==> config.mk <==
export PLATFORM = sky130hd
export DESIGN_NAME = bba_ctrl
export DESIGN_NICKNAME = d
export VERILOG_FILES = /design/src/rtl/core/bba_pkg.sv /design/src/rtl/core/bba_ctrl.sv
export SDC_FILE = /design/constraint.sdc
export NUM_CORES = 1
export LEC_CHECK = 0
export ABC_AREA = 1
export BUFFER_PORTS_ARGS = -buffer_cell sky130_fd_sc_hd__buf_4
export CORE_ASPECT_RATIO = 1.25
export CORE_MARGIN = 10
export CORE_UTILIZATION = 50
export CTS_BUF_LIST = sky130_fd_sc_hd__clkbuf_4 sky130_fd_sc_hd__clkbuf_8 sky130_fd_sc_hd__clkbuf_16
export CTS_CLUSTER_DIAMETER = 150
export DETAILED_ROUTE_END_ITERATION = 10
export PLACE_DENSITY = 0.71
export SLEW_MARGIN = 40
export SYNTH_ARGS = -nofsm -noshare
export SYNTH_HDL_FRONTEND = slang
export SYNTH_SLANG_ARGS = --single-unit
export TNS_END_PERCENT = 5
==> constraint.sdc <==
create_clock -name clk -period 1.71 [get_ports clk]
set_input_delay 0.2565 -clock clk [delete_from_list [all_inputs] [get_ports clk]]
set_output_delay 0.2565 -clock clk [all_outputs]
set_load 0.02 [all_outputs]
==> src/rtl/core/bba_pkg.sv <==
// Shared types, codes and default sizes for the buddy block allocator.
// Used by the controller, the datapath and the top level; depends on nothing.
package bba_pkg;

	localparam int BLOCKS_DEF    = 1024;
	localparam int ORDER_CAP_DEF = 20;
	localparam int CFG_W         = 11;

	localparam logic [7:0] MARK_INTERIOR = 8'h80;

	localparam logic [1:0] REQ_INIT  = 2'd0;
	localparam logic [1:0] REQ_ALLOC = 2'd1;
	localparam logic [1:0] REQ_FREE  = 2'd2;

	localparam logic [1:0] ST_OK       = 2'd0;
	localparam logic [1:0] ST_NOMEM    = 2'd1;
	localparam logic [1:0] ST_BADARG   = 2'd2;
	localparam logic [1:0] ST_NOTALLOC = 2'd3;

	typedef struct packed {
		logic [1:0] req_type;
		logic [4:0] order;
		logic [9:0] block_index;
	} req_t;

	typedef struct packed {
		logic [1:0] status;
		logic [9:0] result_index;
	} rsp_t;

	typedef enum logic [4:0] {
		OP_NOP, OP_LOAD, OP_CLR, OP_INIT_START, OP_INIT_T, OP_INIT_ORD, OP_INIT_PUSH,
		OP_FND_DEC, OP_SET_READY, OP_SCAN, OP_POPRD, OP_POP, OP_SPLIT, OP_MARK,
		OP_FREE_RD, OP_FREE_CLR, OP_BUD_RD, OP_WALK_START, OP_NL_RD, OP_UNLINK,
		OP_ADV, OP_PUSH
	} dp_op_t;

	typedef struct packed {
		dp_op_t     op;
		logic       post;
		logic [1:0] code;
		logic       take;
	} cmd_t;

	typedef struct packed {
		logic clr_last;
		logic init_bad;
		logic t_grow;
		logic fit;
		logic rem_zero;
		logic alc_bad;
		logic head_empty;
		logic fnd_top;
		logic fnd_above;
		logic free_bad;
		logic mark_ok;
		logic mrg_can;
		logic bud_free;
		logic cur_end;
		logic cur_hit;
	} sts_t;

endpackage

==> src/rtl/core/bba_ctrl.sv <==
// Controller of the buddy block allocator: sequences every request as datapath
// commands and owns the handshake state. Depends on bba_pkg.
module bba_ctrl (
	input  logic          clk,
	input  logic          arst_n,
	input  logic          req_valid,
	input  logic [1:0]    req_type,
	output logic          req_ready,
	output logic          rsp_valid,
	input  logic          rsp_ready,
	input  bba_pkg::sts_t sts,
	output bba_pkg::cmd_t cmd
);
	import bba_pkg::*;

	typedef enum logic [14:0] {
		S_CLEAR     = 15'b000000000000001,
		S_IDLE      = 15'b000000000000010,
		S_CHECK     = 15'b000000000000100,
		S_INIT_T    = 15'b000000000001000,
		S_INIT_O    = 15'b000000000010000,
		S_ALC_SCAN  = 15'b000000000100000,
		S_ALC_POP   = 15'b000000001000000,
		S_ALC_SPLIT = 15'b000000010000000,
		S_FREE_CHK  = 15'b000000100000000,
		S_MRG_BUD   = 15'b000001000000000,
		S_MRG_CHK   = 15'b000010000000000,
		S_WALK      = 15'b000100000000000,
		S_WALK_RD   = 15'b001000000000000,
		S_PUSH      = 15'b010000000000000,
		S_REPLY     = 15'b100000000000000
	} ctl_state_t;

	ctl_state_t state_q, nxt;
	logic [1:0] type_q, code_q, fin_code;
	logic       take_q, rsp_valid_q, fin, fin_take;

	always_comb begin
		nxt      = state_q;
		cmd      = '{op: OP_NOP, post: 1'b0, code: ST_OK, take: 1'b0};
		fin      = 1'b0;
		fin_code = ST_OK;
		fin_take = 1'b0;
		case (state_q)
			S_CLEAR: begin
				cmd.op = OP_CLR;
				if (sts.clr_last) begin
					nxt = S_IDLE;
				end
			end
			S_IDLE: begin
				if (req_valid) begin
					cmd.op = OP_LOAD;
					nxt    = S_CHECK;
				end
			end
			S_CHECK: begin
				case (type_q)
					REQ_INIT: begin
						if (sts.init_bad) begin
							fin      = 1'b1;
							fin_code = ST_BADARG;
						end else begin
							cmd.op = OP_INIT_START;
							nxt    = S_INIT_T;
						end
					end
					REQ_ALLOC: begin
						if (sts.alc_bad) begin
							fin      = 1'b1;
							fin_code = ST_BADARG;
						end else begin
							nxt = S_ALC_SCAN;
						end
					end
					REQ_FREE: begin
						if (sts.free_bad) begin
							fin      = 1'b1;
							fin_code = ST_BADARG;
						end else begin
							cmd.op = OP_FREE_RD;
							nxt    = S_FREE_CHK;
						end
					end
					default: begin
						fin      = 1'b1;
						fin_code = ST_BADARG;
					end
				endcase
			end
			S_INIT_T: begin
				if (sts.t_grow) begin
					cmd.op = OP_INIT_T;
				end else begin
					cmd.op = OP_INIT_ORD;
					nxt    = S_INIT_O;
				end
			end
			S_INIT_O: begin
				if (sts.rem_zero) begin
					cmd.op = OP_SET_READY;
					fin    = 1'b1;
				end else if (sts.fit) begin
					cmd.op = OP_INIT_PUSH;
				end else begin
					cmd.op = OP_FND_DEC;
				end
			end
			S_ALC_SCAN: begin
				if (!sts.head_empty) begin
					cmd.op = OP_POPRD;
					nxt    = S_ALC_POP;
				end else if (sts.fnd_top) begin
					fin      = 1'b1;
					fin_code = ST_NOMEM;
				end else begin
					cmd.op = OP_SCAN;
				end
			end
			S_ALC_POP: begin
				cmd.op = OP_POP;
				nxt    = S_ALC_SPLIT;
			end
			S_ALC_SPLIT: begin
				if (sts.fnd_above) begin
					cmd.op = OP_SPLIT;
				end else begin
					cmd.op   = OP_MARK;
					fin      = 1'b1;
					fin_take = 1'b1;
				end
			end
			S_FREE_CHK: begin
				if (!sts.mark_ok) begin
					fin      = 1'b1;
					fin_code = ST_NOTALLOC;
				end else begin
					cmd.op = OP_FREE_CLR;
					nxt    = S_MRG_BUD;
				end
			end
			S_MRG_BUD: begin
				if (sts.mrg_can) begin
					cmd.op = OP_BUD_RD;
					nxt    = S_MRG_CHK;
				end else begin
					nxt = S_PUSH;
				end
			end
			S_MRG_CHK: begin
				if (sts.bud_free) begin
					cmd.op = OP_WALK_START;
					nxt    = S_WALK;
				end else begin
					nxt = S_PUSH;
				end
			end
			S_WALK: begin
				if (sts.cur_end) begin
					nxt = S_PUSH;
				end else begin
					cmd.op = OP_NL_RD;
					nxt    = S_WALK_RD;
				end
			end
			S_WALK_RD: begin
				if (sts.cur_hit) begin
					cmd.op = OP_UNLINK;
					nxt    = S_MRG_BUD;
				end else begin
					cmd.op = OP_ADV;
					nxt    = S_WALK;
				end
			end
			S_PUSH: begin
				cmd.op = OP_PUSH;
				fin    = 1'b1;
			end
			S_REPLY: begin
				if (!rsp_valid_q || rsp_ready) begin
					cmd.post = 1'b1;
					cmd.code = code_q;
					cmd.take = take_q;
					nxt      = S_IDLE;
				end
			end
			default: begin
				nxt = S_IDLE;
			end
		endcase
		if (fin) begin
			nxt = S_REPLY;
		end
	end

	always_ff @(posedge clk or negedge arst_n) begin
		if (!arst_n) begin
			state_q     <= S_CLEAR;
			rsp_valid_q <= 1'b0;
			type_q      <= REQ_INIT;
			code_q      <= ST_OK;
			take_q      <= 1'b0;
		end else begin
			state_q     <= nxt;
			rsp_valid_q <= cmd.post || (rsp_valid_q && !rsp_ready);
			if (state_q == S_IDLE && req_valid) begin
				type_q <= req_type;
			end
			if (fin) begin
				code_q <= fin_code;
				take_q <= fin_take;
			end
		end
	end

	assign req_ready = state_q == S_IDLE;
	assign rsp_valid = rsp_valid_q;

endmodule

Word level (Yosys, flattened, before mapping) --
Cells that the tools add are included.
Storage, ports and cells: bits of input ports 21, output and inout port bits 11, register bits 21
Operators by class: reductions and logical operators 9, equal/unequal tests 28, mux-type cells 53
Operators with widths (number):
- case mux 15 bit (13 select lines) | 1
- two-way mux 15 bit | 10
- case mux 5 bit (14 select lines) | 1
- case mux 15 bit (3 select lines) | 1
- two-way mux 14 bit | 3
- two-way mux 4 bit | 7
- == test 15 x 1 -> 1 bit (second input constant) | 1
- == test 15 x 10 -> 1 bit (second input constant) | 1
- == test 15 x 11 -> 1 bit (second input constant) | 1
- == test 15 x 12 -> 1 bit (second input constant) | 1
- == test 15 x 13 -> 1 bit (second input constant) | 1
- == test 15 x 14 -> 1 bit (second input constant) | 1
- == test 15 bit (second input constant) | 1
- == test 15 x 2 -> 1 bit (second input constant) | 1
- == test 15 x 3 -> 1 bit (second input constant) | 1
- == test 15 x 4 -> 1 bit (second input constant) | 1
- == test 15 x 5 -> 1 bit (second input constant) | 1
- == test 15 x 6 -> 1 bit (second input constant) | 1
- == test 15 x 7 -> 1 bit (second input constant) | 1
- == test 15 x 8 -> 1 bit (second input constant) | 1
- == test 15 x 9 -> 1 bit (second input constant) | 1
- two-way mux 1 bit | 15
- two-way mux 5 bit | 3
- inequality test 3 bit (second input constant) | 5
- 19 further kinds | 29

Longest topological paths before layout --
depth in word-level cells 5, gate-level depth with buffers 13, depth with buffers taken out 13

Least setup slack after synthesis --
OpenSTA, ideal clock, no wires.
path type register to output, from register state_q[4], to output cmd[0] (netlist name), path slack -0.289 ns, arrival 1.743 ns, required time 1.454 ns, cell stages (with the launch flop) 8, path through dfrtp_1 > nor2_2 > nand2_4 > nor2_8 > nand2_1 > nor2_1 > inv_1 > nor2_1
RTL lines:
- start, declared | line bba_ctrl.sv:34 | ctl_state_t state_q, nxt;
- start signal, assigned | line bba_ctrl.sv:204 | state_q <= nxt;
- end, declared | line bba_ctrl.sv:12 | output bba_pkg::cmd_t cmd

==> results.toml <==
[placed_design]
io_buffers = 31
dp_slack_ps = -187.2
gp_congestion = 0.9794
hpwl_mm = 4.516

[sta]
setup_slack_ps = -443.0
slew_viol_final = 0
hold_viol_final = 0
clock.fmax_ghz = 0.4645
setup_viol = 23
max-slew-margin-rel = 0.7145
worst-slew-pin-transition_ps = 426.6
fin_worst_skew_ps = 4.286
fin_crit_ps = 2153
period_share = 1.259
grt_setup_unrepaired = "yes"

[critical_path]
worst-r2r-setup-slack_ps = -170
cp-end-kind = "primary output"
critPathKind = "register to primary output"
cp-start-kind = "register"
cp_max_fo = 6
required_ps = 1450
critical_path_arrival_ps = 1900

[routing]
ant_nets = 0
drc = 0
routed_via_density = 5.087
drtPass1Iterations = 6
drt_first_iter_violations = 140
drt_wl_total_mm = 5.770
route.detailed.wl_per_inst_um = 14.28
routed-via-count = 2055

[global_route]
met3_usage = 0.02945
grt.met2_usage = 0.3408
grt_usage = 0.1808
grt_pass1_vias = 2131
antenna_found_initial = 0
grt_max_degree = 22
grt_overflow = 0
busiest_layer = "met2"
grt_pass1_wl_mm = 9.432
use_met1 = 0.1919

[run_status]
status = "finished, violations left"
violations = "setup timing"

[layout]
drive_gt1_frac = 0.4603
n_antenna_cell = 0
area_delta_synth_final_pct = 53.51
final_nets = 391

[synthesis]
synth_seq_cells = 21
netlist.top_cell.by_area = "dfrtp_1"
syn_area_mm2 = 0.001838
ys_types = 34
syn_nets = 288
avgSynthCellArea_um2 = 6.989
netlist_instances = 263
seq_area_frac_synth = 0.2866
yosysWarnings = 0
synth_top_area_frac = 0.2723
synthTopCellsByArea = "dfrtp_1 (27%), nand2_1 (12%), inv_1 (8.6%), nor2_1 (7.8%), nand3_1 (5.2%)"

[floorplan]
fp.dieH_um = 87.79
die_area_mm2 = 0.006516
core_mm2 = 0.003513
ioPinCount = 32
initial_core_util = 0.5231
rows = 24
die_x_um = 74.23

[min_path]
hold_path.class = "primary input to register"

[power]
total_leakage_power_nw = 1.580
p_total_mw = 3.381
ir_worst_vdd_mv = 1.227
powerDensity_mw_per_mm2 = 1198

[clock_network]
htree_levels = 1
clk_latency_ps = 270
clk_path_buf_depth = 2
clock_sinks = 21
clkTransAtPathRegs_ps = 80
cts_made_buffers = 3
cts_root_buffer = "clkbuf_8"
cts_tree = "built"

[flow_run]
cap_viol_max_count = 0
critical path, cell delays in order (launching register included):
cell	delay, ps
dfrtp_1	410
nor2_2	160
nand2_2	100
nor2_4	220
nand2_4	80
clkinv_4	60
nand2_2	40
or2_4	240
nand2_2	70
nor2_1	60
nand2_2	80
buf_6	120
where the power goes:
group | internal [mW] | switching (mW) | total, mW
sequential | 0.607 | 0.0865 | 0.693
clock | 0.183 | 0.175 | 0.357
combinational | 1.02 | 1.31 | 2.33
total | 1.81 | 1.57 | 3.38
state kept, by name (all words and copies together), names as in the netlist:
register   cells
rsp_valid      1
take_q         1
state_q       15
code_q         2
type_q         2
layer usage:
metal	up-vias	wire (µm)
li1	1033	-
met1	959	2265
met2	52	3146
met3	11	266
met4	0	91
met5	-	0
synthesized netlist by cell type (all sizes together):
| cell type | n |
|---|---|
| nand4 | 11 |
| clkinv | 1 |
| o21ai | 6 |
| o221ai | 1 |
| nand3 | 25 |
| a21oi | 4 |
| nor3b | 1 |
| nand2 | 70 |
| or2 | 2 |
| dfrtp | 20 |
| a211oi | 1 |
| nor3 | 9 |
| inv | 48 |
| nor2 | 52 |
| ha | 4 |
| and3 | 1 |
| buf | 2 |
| nand3b | 2 |
| and2 | 1 |
| dfstp | 1 |
| o211ai | 1 |
final cells by class:
| type | instances | area, µm² |
|---|---|---|
| Clock buffer | 4 | 48.80 |
| Multi-Input combinational cell | 191 | 1214 |
| Fill cell | 250 | 691.9 |
| Tap cell | 39 | 48.80 |
| Sequential cell | 21 | 526.8 |
| Inverter | 49 | 203.9 |
| Timing Repair Buffer | 100 | 779.5 |
final timing paths:
check | endpoint | depth (start not counted) | startpoint
worst min-delay path | state_q[12]$_DFFE_PN0P_ | 2 | sts[1]
min in group asynchronous | type_q[0]$_DFFE_PN0P_ | 2 | arst_n
worst min register to register | code_q[0]$_DFFE_PN0N_ | 2 | code_q[0]$_DFFE_PN0N_
max in group asynchronous | state_q[0]$_DFFE_PN1P_ | 2 | arst_n
worst max-delay path | cmd[5] | 11 | state_q[11]$_DFFE_PN0P_
worst max register to register | state_q[7]$_DFFE_PN0P_ | 12 | state_q[11]$_DFFE_PN0P_
placed cells by master (no fill, tap or decap), drive strengths merged:
master,netlist,routed
a211oi,1,1
a21oi,4,4
and2,1,1
and3,1,1
buf,2,99
clkbuf,0,4
clkinv,1,1
dfrtp,20,20
dfstp,1,1
dlygate4sd3,0,1
ha,4,4
inv,48,48
nand2,70,70
nand3,25,25
nand3b,2,2
nand4,11,11
nor2,52,52
nor3,9,9
nor3b,1,1
o211ai,1,1
o21ai,6,6
o221ai,1,1
or2,2,2
per-stage QoR:
step | TNS [ps] | instance area [µm²] | hold slack, ps | std cells | util
after CTS | -4235 | 2736 | 158.1 | 401 | 0.7788
after global placement | -1649 | 2600 | 164.6 | 391 | 0.7400
final | -4799 | 2821 | 162.9 | 404 | 0.8031
after detailed placement | -2273 | 2600 | 166.4 | 391 | 0.7400
after floorplan | -7.993 | 1891 | -39.09 | 263 | -
after global routing | -6737 | 2821 | 160.6 | 404 | 0.8031
cells by family after synthesis:
kind of cell,after synthesis,synth area share
AO/OA/AOI/OAI,13,0.04016
adder cells (fa/ha/maj),4,0.02723
buffers and inverters,51,0.1157
flip-flops,21,0.2866
AND/OR/NAND/NOR,174,0.5303
timing repair:
item,in CTS,in global routing
setup endpoints to repair,23,25
gates resized for setup,13,20
pin swaps,6,15
buffers inserted,5,3
hold buffers,1,0
hold endpoints to repair,20,0
(Power assumes the default switching activity.)
